<file path="src/hw/rtl/tai_pkg.sv">
// Package for the temperature alarm indicator: widths, reset values,
// register indexes, LED patterns and the packed item layouts. No dependencies.
package tai_pkg;

   localparam int TEMP_FRAC_BITS = 4;

   localparam int TEMP_IN_W  = 14;
   localparam int TEMP_W     = 13;
   localparam int THR_W      = 8;
   localparam int DEB_W      = 8;
   localparam int BLINK_W    = 16;
   localparam int STEP_W     = 6;
   localparam int BAND_W     = 12;
   localparam int LED_W      = 4;
   localparam int CSR_IDX_W  = 3;
   localparam int CSR_DATA_W = 16;
   localparam int REQ_DATA_W = 16;
   localparam int RSP_DATA_W = 16;

   localparam int SCALED_W = THR_W + TEMP_FRAC_BITS;
   localparam int CMP_W    = ((SCALED_W > TEMP_W) ? SCALED_W : TEMP_W) + 2;

   localparam logic signed [TEMP_IN_W-1:0] TEMP_IN_MAX =
      TEMP_IN_W'((1 <<< (TEMP_W - 1)) - 1);
   localparam logic signed [TEMP_IN_W-1:0] TEMP_IN_MIN =
      TEMP_IN_W'(-(1 <<< (TEMP_W - 1)));

   localparam logic [DEB_W-1:0]   DEB_RESET   = DEB_W'(150);
   localparam logic [BLINK_W-1:0] BLINK_RESET = BLINK_W'(250);
   localparam logic [STEP_W-1:0]  STEP_RESET  = STEP_W'(5);
   localparam logic [BAND_W-1:0]  BAND4_RESET = BAND_W'(32);
   localparam logic [BAND_W-1:0]  BAND3_RESET = BAND_W'(160);
   localparam logic [BAND_W-1:0]  BAND2_RESET = BAND_W'(240);
   localparam logic [BAND_W-1:0]  BAND1_RESET = BAND_W'(320);
   localparam logic [THR_W-1:0]   THR_RESET   = THR_W'(25);

   localparam logic [LED_W-1:0] LED_NONE  = 4'h0;
   localparam logic [LED_W-1:0] LED_ONE   = 4'h1;
   localparam logic [LED_W-1:0] LED_TWO   = 4'h3;
   localparam logic [LED_W-1:0] LED_THREE = 4'h7;
   localparam logic [LED_W-1:0] LED_ALL   = 4'hF;

   typedef enum logic [CSR_IDX_W-1:0] {
      CSR_DEBOUNCE   = 3'd0,
      CSR_BLINK      = 3'd1,
      CSR_STEP       = 3'd2,
      CSR_BAND_FOUR  = 3'd3,
      CSR_BAND_THREE = 3'd4,
      CSR_BAND_TWO   = 3'd5,
      CSR_BAND_ONE   = 3'd6
   } csr_index_type;

   // Request tdata, lowest bit first: raise_edge, lower_edge, temperature.
   typedef struct packed {
      logic signed [TEMP_IN_W-1:0] temperature;
      logic                        lower_edge;
      logic                        raise_edge;
   } req_data_type;

   // Response tdata, lowest bit first: led_bar, buzzer_on, threshold_now, pad.
   typedef struct packed {
      logic [RSP_DATA_W-THR_W-1-LED_W-1:0] pad;
      logic [THR_W-1:0]                    threshold_now;
      logic                                buzzer_on;
      logic [LED_W-1:0]                    led_bar;
   } rsp_data_type;

endpackage

</file>
<file path="src/hw/rtl/tai_debounce.sv">
// Debounce filter for one button: saturating quiet counter and edge accept.
// Depends on tai_pkg.
module tai_debounce (
   input  logic                      clock,
   input  logic                      reset,
   input  logic                      advance,
   input  logic                      edge_seen,
   input  logic [tai_pkg::DEB_W-1:0] debounce_ticks,
   output logic                      accept
);
   import tai_pkg::*;

   logic [DEB_W-1:0] count_ff;
   logic [DEB_W-1:0] count_in;
   logic [DEB_W-1:0] count_inc;

   // count includes the current tick, sticks at all ones
   assign count_inc = (&count_ff) ? count_ff : count_ff + DEB_W'(1);
   assign accept    = edge_seen && (count_inc > debounce_ticks);
   assign count_in  = accept ? '0 : count_inc;

   always_ff @(posedge clock) begin
      if (reset) begin
         count_ff <= '0;
      end else if (advance) begin
         count_ff <= count_in;
      end
   end

endmodule

</file>
<file path="src/hw/rtl/temperature_alarm_indicator.sv">
// Top level of the temperature alarm indicator.
// Depends on tai_pkg and tai_debounce.
//
// Usage:
//  - req_* carries one item per millisecond tick: button edges and the
//    temperature in tdata, sample_valid in tuser. rsp_* returns exactly one
//    item per request item: LED bar, buzzer drive and the current threshold.
//  - csr_* writes the seven setup registers (debounce, blink period, step,
//    four band margins) by index; write only while no item is in flight.
//  - Path: each item passes the input register, then the result register,
//    before rsp_tvalid rises with its result. Throughput: one item per
//    cycle while the response side does not stall; each item's update is a
//    single pass of compares and small adds.
//  - Reset: synchronous, active high. Registers return to their defaults,
//    the threshold to 25 degrees, counters and LED/buzzer state to zero,
//    and both channels empty.
//  - Back-pressure: while rsp_tready is low the result register holds its
//    item; one more item still enters the input register, then req_tready
//    drops until the response is taken. No item is lost or duplicated.
module temperature_alarm_indicator (
   input  logic                           clock,
   input  logic                           reset,
   // request channel
   input  logic                           req_tvalid,
   output logic                           req_tready,
   // [0] raise_edge, [1] lower_edge, [15:2] temperature (signed, 1/16 deg)
   input  logic [tai_pkg::REQ_DATA_W-1:0] req_tdata,
   // [0] sample_valid
   input  logic                           req_tuser,
   // response channel
   output logic                           rsp_tvalid,
   input  logic                           rsp_tready,
   // [3:0] led_bar, [4] buzzer_on, [12:5] threshold_now, [15:13] zero
   output logic [tai_pkg::RSP_DATA_W-1:0] rsp_tdata,
   // configuration write port
   input  logic                           csr_we,
   input  logic [tai_pkg::CSR_IDX_W-1:0]  csr_index,
   input  logic [tai_pkg::CSR_DATA_W-1:0] csr_wdata
);
   import tai_pkg::*;

   // setup registers
   logic [DEB_W-1:0]   debounce_ticks_ff;
   logic [BLINK_W-1:0] blink_ticks_ff;
   logic [STEP_W-1:0]  step_ff;
   logic [BAND_W-1:0]  band_four_ff;
   logic [BAND_W-1:0]  band_three_ff;
   logic [BAND_W-1:0]  band_two_ff;
   logic [BAND_W-1:0]  band_one_ff;

   // input stage
   logic         item_valid_ff;
   req_data_type item_ff;
   logic         sample_ff;

   // block state
   logic signed [TEMP_W-1:0] temp_ff;
   logic signed [TEMP_W-1:0] temp_in;
   logic [THR_W-1:0]         thr_ff;
   logic [THR_W-1:0]         thr_in;
   logic [BLINK_W-1:0]       elapsed_ff;
   logic [BLINK_W-1:0]       elapsed_in;
   logic                     level_ff;
   logic                     level_in;
   logic [LED_W-1:0]         led_ff;
   logic [LED_W-1:0]         led_in;
   logic                     buzzer_ff;
   logic                     buzzer_in;

   // result stage
   logic         rsp_valid_ff;
   rsp_data_type rsp_ff;
   rsp_data_type rsp_in;

   // datapath
   logic                     advance;
   logic                     step_item;
   logic                     raise_acc;
   logic                     lower_acc;
   logic [THR_W:0]           raise_sum;
   logic [THR_W-1:0]         thr_raised;
   logic [THR_W-1:0]         step_ext;
   logic signed [TEMP_W-1:0] temp_sat;
   logic [SCALED_W-1:0]      thr_scaled;
   logic signed [CMP_W-1:0]  thr_cmp;
   logic signed [CMP_W-1:0]  temp_cmp;
   logic signed [CMP_W-1:0]  diff;
   logic [BLINK_W-1:0]       elapsed_inc;
   logic [LED_W-1:0]         bar;

   // ---------------- configuration ----------------
   always_ff @(posedge clock) begin
      if (reset) begin
         debounce_ticks_ff <= DEB_RESET;
         blink_ticks_ff    <= BLINK_RESET;
         step_ff           <= STEP_RESET;
         band_four_ff      <= BAND4_RESET;
         band_three_ff     <= BAND3_RESET;
         band_two_ff       <= BAND2_RESET;
         band_one_ff       <= BAND1_RESET;
      end else if (csr_we) begin
         unique case (csr_index_type'(csr_index))
            CSR_DEBOUNCE:   debounce_ticks_ff <= csr_wdata[DEB_W-1:0];
            CSR_BLINK:      blink_ticks_ff    <= csr_wdata[BLINK_W-1:0];
            CSR_STEP:       step_ff           <= csr_wdata[STEP_W-1:0];
            CSR_BAND_FOUR:  band_four_ff      <= csr_wdata[BAND_W-1:0];
            CSR_BAND_THREE: band_three_ff     <= csr_wdata[BAND_W-1:0];
            CSR_BAND_TWO:   band_two_ff       <= csr_wdata[BAND_W-1:0];
            CSR_BAND_ONE:   band_one_ff       <= csr_wdata[BAND_W-1:0];
            default: ;  // unused index, write dropped
         endcase
      end
   end

   // ---------------- handshake ----------------
   // the result register frees up when empty or being drained this cycle
   assign advance    = !rsp_valid_ff || rsp_tready;
   assign step_item  = item_valid_ff && advance;
   assign req_tready = !item_valid_ff || advance;

   always_ff @(posedge clock) begin
      if (reset) begin
         item_valid_ff <= 1'b0;
         rsp_valid_ff  <= 1'b0;
      end else begin
         if (req_tready) begin
            item_valid_ff <= req_tvalid;
         end
         if (advance) begin
            rsp_valid_ff <= item_valid_ff;
         end
      end
   end

   always_ff @(posedge clock) begin
      if (req_tvalid && req_tready) begin
         item_ff   <= req_data_type'(req_tdata);
         sample_ff <= req_tuser;
      end
   end

   // ---------------- buttons ----------------
   tai_debounce u_raise_db (
      .clock          (clock),
      .reset          (reset),
      .advance        (step_item),
      .edge_seen      (item_ff.raise_edge),
      .debounce_ticks (debounce_ticks_ff),
      .accept         (raise_acc)
   );

   tai_debounce u_lower_db (
      .clock          (clock),
      .reset          (reset),
      .advance        (step_item),
      .edge_seen      (item_ff.lower_edge),
      .debounce_ticks (debounce_ticks_ff),
      .accept         (lower_acc)
   );

   // raise first, saturating at 255; then lower, flooring at 0
   assign step_ext   = THR_W'(step_ff);
   assign raise_sum  = {1'b0, thr_ff} + {1'b0, step_ext};
   assign thr_raised = !raise_acc ? thr_ff :
                       (raise_sum[THR_W] ? '1 : raise_sum[THR_W-1:0]);

   always_comb begin
      thr_in = thr_raised;
      if (lower_acc) begin
         thr_in = (thr_raised > step_ext) ? thr_raised - step_ext : '0;
      end
   end

   // ---------------- sample evaluation ----------------
   always_comb begin
      priority if (item_ff.temperature > TEMP_IN_MAX) begin
         temp_sat = TEMP_W'(TEMP_IN_MAX);
      end else if (item_ff.temperature < TEMP_IN_MIN) begin
         temp_sat = TEMP_W'(TEMP_IN_MIN);
      end else begin
         temp_sat = TEMP_W'(item_ff.temperature);
      end
   end

   // threshold in the same fixed-point units as the sample
   assign thr_scaled = {thr_in, {TEMP_FRAC_BITS{1'b0}}};
   assign thr_cmp    = signed'(CMP_W'(thr_scaled));
   assign temp_cmp   = CMP_W'(temp_sat);
   assign diff       = thr_cmp - temp_cmp;

   assign elapsed_inc = (&elapsed_ff) ? elapsed_ff : elapsed_ff + BLINK_W'(1);

   // proximity bar: first band (four..one) whose margin covers the gap
   always_comb begin
      priority if (diff <= signed'(CMP_W'(band_four_ff))) begin
         bar = LED_ALL;
      end else if (diff <= signed'(CMP_W'(band_three_ff))) begin
         bar = LED_THREE;
      end else if (diff <= signed'(CMP_W'(band_two_ff))) begin
         bar = LED_TWO;
      end else if (diff <= signed'(CMP_W'(band_one_ff))) begin
         bar = LED_ONE;
      end else begin
         bar = LED_NONE;
      end
   end

   always_comb begin
      temp_in    = temp_ff;
      elapsed_in = elapsed_inc;
      level_in   = level_ff;
      led_in     = led_ff;
      buzzer_in  = buzzer_ff;
      if (sample_ff) begin
         temp_in   = temp_sat;
         buzzer_in = temp_cmp > thr_cmp;
         if (temp_cmp >= thr_cmp) begin
            // alarm reached: blink all LEDs together
            if (elapsed_inc >= blink_ticks_ff) begin
               level_in   = !level_ff;
               led_in     = level_ff ? LED_NONE : LED_ALL;
               elapsed_in = '0;
            end
         end else begin
            led_in = bar;
         end
      end
   end

   always_ff @(posedge clock) begin
      if (reset) begin
         temp_ff    <= '0;
         thr_ff     <= THR_RESET;
         elapsed_ff <= '0;
         level_ff   <= 1'b0;
         led_ff     <= '0;
         buzzer_ff  <= 1'b0;
      end else if (step_item) begin
         temp_ff    <= temp_in;
         thr_ff     <= thr_in;
         elapsed_ff <= elapsed_in;
         level_ff   <= level_in;
         led_ff     <= led_in;
         buzzer_ff  <= buzzer_in;
      end
   end

   // ---------------- result register ----------------
   // temp_ff is kept as part of the block state; it mirrors the last sample
   always_comb begin
      rsp_in               = '0;
      rsp_in.led_bar       = led_in;
      rsp_in.buzzer_on     = buzzer_in;
      rsp_in.threshold_now = thr_in;
      rsp_in.pad           = '0;
   end

   always_ff @(posedge clock) begin
      if (step_item) begin
         rsp_ff <= rsp_in;
      end
   end

   assign rsp_tvalid = rsp_valid_ff;
   assign rsp_tdata  = rsp_ff;

endmodule

</file>
<file path="config.mk">
export PLATFORM = sky130hd
export DESIGN_NAME = temperature_alarm_indicator
export DESIGN_NICKNAME = d
export VERILOG_FILES = /design/src/hw/rtl/tai_pkg.sv /design/src/hw/rtl/tai_debounce.sv /design/src/hw/rtl/temperature_alarm_indicator.sv
export SDC_FILE = /design/constraint.sdc
export NUM_CORES = 1
export LEC_CHECK = 0
export BUFFER_PORTS_ARGS = -buffer_cell sky130_fd_sc_hd__buf_2
export CAP_MARGIN = 10
export CORE_ASPECT_RATIO = 0.9
export CORE_MARGIN = 1.5
export CORE_UTILIZATION = 55
export DETAILED_ROUTE_END_ITERATION = 6
export PLACE_DENSITY = 0.84
export SLEW_MARGIN = 0
export SYNTH_ARGS = -nofsm -noshare
export SYNTH_HDL_FRONTEND = slang
export SYNTH_HIERARCHICAL = 1
export SYNTH_SLANG_ARGS = --single-unit
</file>
<file path="constraint.sdc">
create_clock -name clock -period 15.65 [get_ports clock]
set_input_delay 3.13 -clock clock [delete_from_list [all_inputs] [get_ports clock]]
set_output_delay 3.13 -clock clock [all_outputs]
set_load 0.05 [all_outputs]
</file>
==> key figures <==
Critical path
  • CP max stage cell: ha_1
  • Crit path max fanout: 13
  • Setup crit end kind: flip-flop
  • CP max stage delay: 460 ps
  • Crit path launch type: flip-flop
  • CP Data Required Time: 15840 ps
  • Setup Crit Path Kind: flip-flop to flip-flop
  • Worst path most repeated cell: ha_1
  • Arrival time at the worst endpoint: 9290 ps

Clocking
  • CTS root buf: clkbuf_16
  • Clk_lat worst skew: 430 ps
  • Post-CTS Hold Fix Bufs: 0
  • H-tree levels: 4
  • CTS tree: yes
  • Postcts setup bufs: 0
  • Max clock buf depth: 2
  • CTS buffer count: 17
  • Clock slew seen by the registers of the worst setup and hold paths: roughly 70 ps
  • PostCTS Resize Cnt: 0
  • Clock Sinks: approximately 160

Synthesis
  • Post-synthesis sequential area ratio: between 30% and 40%
  • Yosys reg bits: ~160
  • Syn_area_per_cell: ~8.2 µm²
  • Post-Syn Instances: 1195
  • Top cell type's share of synthesized area: 25.7%
  • Area leader, netlist: dfxtp_1
  • Number of distinct library cells after synthesis: 74
  • Post-Syn Area: roughly 10000 µm²
  • Synth Flop Type: dfxtp_1
  • FFs w/ async S/R, synth: 0%
  • EDFF count, synth: 30
  • Yosys warns: 6
  • Largest cells by area after synthesis: dfxtp_1, ha_1, edfxtp_1

Power and ir drop
  • Leakage power total: 0.00451 µW
  • Pint: a little under 800 µW
  • Seq pwr share: about 39%
  • Pwr/cell area: just over 100 nW/µm²
  • Psw: roughly 320 µW
  • Combinational power share: between 15 and 20%
  • Switch share: 29.4%
  • Max VDD drop: ~0.083 mV
  • Clock power frac: between 40% and 50%

Global route
  • GRT Overall Usage: between 20% and 30%
  • Initial antenna violation count: 0
  • Number of global-route vias before repair: between 8000 and 9000
  • GR Overflow Total: 0
  • Pin count of the biggest net entering global routing: 92
  • First-pass GRT wire length: between 40 and 50 mm

Detailed routing
  • Drt via density: approximately 5.9
  • WL final: roughly 25 mm
  • Avg WL per Cell: about 17 µm
  • Final ANT Viol Nets: 0
  • Iteration-0 DRC Markers: ~700
  • DRC viols: 0
  • First-pass detailed-route iteration total: 5
  • Via count: about 8800

Finish
  • Area added between synthesis and finish: 10.8%
  • Commonest non-fill, non-tap cell in the layout: nand2_1
  • Diodes inserted: 0
  • Layout cells sized above 1: 9.65%
  • Layout fillers: 1454
  • Final Util: roughly 62%
  • Layout Nets: roughly 1400
  • Most frequent cells in the layout: nand2_1, dfxtp_1, a21oi_1

Die
  • Die area: roughly 19000 µm²
  • Initial Util: approximately 56%
  • Io pins: 59
  • Die X: roughly 140 µm
  • Num rows: 46
  • Die H: between 100 and 150 µm
  • Core box area: ~18000 µm²

STA
  • Period minus WS final: 9100 ps
  • Final Slew Violations: 0
  • Worst slew pin tran: about 1100 ps
  • Max-slew headroom: 23.2%
  • Worst clock skew: 10.2 ps
  • Final setup TNS: 0 ps
  • Final Hold Fails: 0
  • Final Setup Violations: 0
  • Fin crit share: 58.2%
  • RSZ-0062 raised after global routing: false
  • Fmax achieved: between 100 and 150 MHz

Min path
  • HP Class: flip-flop to flip-flop

Place
  • Port Buffers: 55
  • Final Wtd Congestion: 0.970
  • Detailed placer's ending HPWL: 17.8 mm

Flow run
  • Maxcap violations: 0

Run status
  • Outcome: completed
[stage by stage]
step | setup slack [ps] | area [µm²] | cells | hold slack, ps | power, µW
2_1_floorplan | 7780 | 9840 | 1197 | 436 | 596
3_3_place_gp | 7060 | 10200 | 1452 | 443 | 647
3_5_place_dp | 6730 | 10200 | 1452 | 447 | 652
4_1_cts | 6630 | 10900 | 1484 | 456 | 1100
5_1_grt | 5930 | 10900 | 1484 | 463 | 1140
6_report | 6550 | 10900 | 1484 | 457 | 1100
[power by group through the flow]
stage          sequential, µW  clock (µW)  combinational (µW)
6_report                  432         451                 218
5_1_grt                   433         467                 243
4_1_cts                   432         451                 214
3_5_place_dp              440           0                 212
3_3_place_gp              440           0                 207
2_1_floorplan             443           0                 153
[logic make-up (layout without fill, tap and decap cells)]
family          count (synthesis)  count (layout)  share of synthesized area [%]
mux                            24              24                           2.86
buf+inv                       140             187                           5.66
simple gates                  452             452                           21.3
xor+xnor                       30              30                           2.67
flops                         156             156                           34.8
other cells                     1               3                         0.0382
compound gates                285             285                           18.9
fa+ha+maj                     107             107                           13.7
[sequential cells by signal, summed over array words and instances, names as in the netlist]
signal               flops
item_ff                 16
led_ff                   4
band_one_ff             12
buzzer_ff                1
step_ff                  6
u_lower_db/count_ff      8
blink_ticks_ff          16
band_three_ff           12
debounce_ticks_ff        8
rsp_tvalid               1
band_two_ff             12
item_valid_ff            1
thr_ff                   8
sample_ff                1
band_four_ff            12
elapsed_ff              16
u_raise_db/count_ff      8
level_ff                 1
rsp_tdata               13
[area by class of cell]
| cell class | count | area, µm² | share of cell area [%] |
|---|---|---|---|
| multi-input combinational | 901 | 5860 | 53.8 |
| sequential | 156 | 3420 | 31.4 |
| clock buffer | 23 | 522 | 4.79 |
| inverter | 95 | 357 | 3.27 |
| timing repair buffer | 60 | 313 | 2.87 |
| tap | 240 | 300 | 2.76 |
| clock inverter | 9 | 120 | 1.10 |
[critical path, delay by kind of cell (launching register included)]
family                   cells  cell delay, ps
AO/OA/AOI/OAI               19            4230
XOR/XNOR                     1             160
adder cells (fa/ha/maj)      6            1960
buffers and inverters        1              60
flip-flops                   1             380
multiplexers                 1             380
AND/OR/NAND/NOR              9            1680
[layer usage]
layer / up-vias / share of wire [%] / global-route usage (%) / routed length [µm]
li1: 4274 / - / - / -
met1: 4105 / 43 / 34.4 / 10500
met2: 324 / 47 / 45.4 / 11700
met3: 52 / 7.3 / 6.06 / 1800
met4: 0 / 2.8 / 11.0 / 701
met5: - / 0 / 0 / 0
[worst paths after layout]
check                                                          from                         endpoint  slack, ps  cells past startpoint
worst max-delay path            u_raise_db/count_ff[0]$_SDFFE_PP0P_           rsp_tdata[0]$_DFFE_PP_       6550                     37
worst min-delay path                blink_ticks_ff[14]$_SDFFE_PP0P_  blink_ticks_ff[14]$_SDFFE_PP0P_        460                      2
worst max register to register  u_raise_db/count_ff[0]$_SDFFE_PP0P_           rsp_tdata[0]$_DFFE_PP_       6550                     37
worst min register to register      blink_ticks_ff[14]$_SDFFE_PP0P_  blink_ticks_ff[14]$_SDFFE_PP0P_        460                      2
[Yosys cell counts (all sizes together) (3+ instances only)]
| cell type | n |
|---|---|
| inv | 95 |
| nor4 | 8 |
| o211a | 3 |
| o21ai | 48 |
| nor3 | 21 |
| a21oi | 112 |
| clkbuf | 35 |
| nand4 | 25 |
| a21o | 12 |
| edfxtp | 30 |
| a211oi | 13 |
| and2 | 12 |
| o21a | 14 |
| buf | 10 |
| o22ai | 7 |
| xnor2 | 22 |
| dfxtp | 126 |
| ha | 104 |
| o21bai | 3 |
| a211o | 7 |
| nand2 | 201 |
| nor2 | 88 |
| nand3 | 42 |
| and3 | 8 |
| a41oi | 3 |
| mux2i | 17 |
| nor2b | 19 |
| o2bb2ai | 3 |
| a31oi | 8 |
| o211ai | 15 |
| nand3b | 3 |
| o31ai | 4 |
| a22o | 14 |
| nand2b | 16 |
| o221a | 4 |
| xor2 | 8 |
| mux2 | 7 |
| o2111a | 3 |
Note: power is estimated with default switching activity, not from simulation.
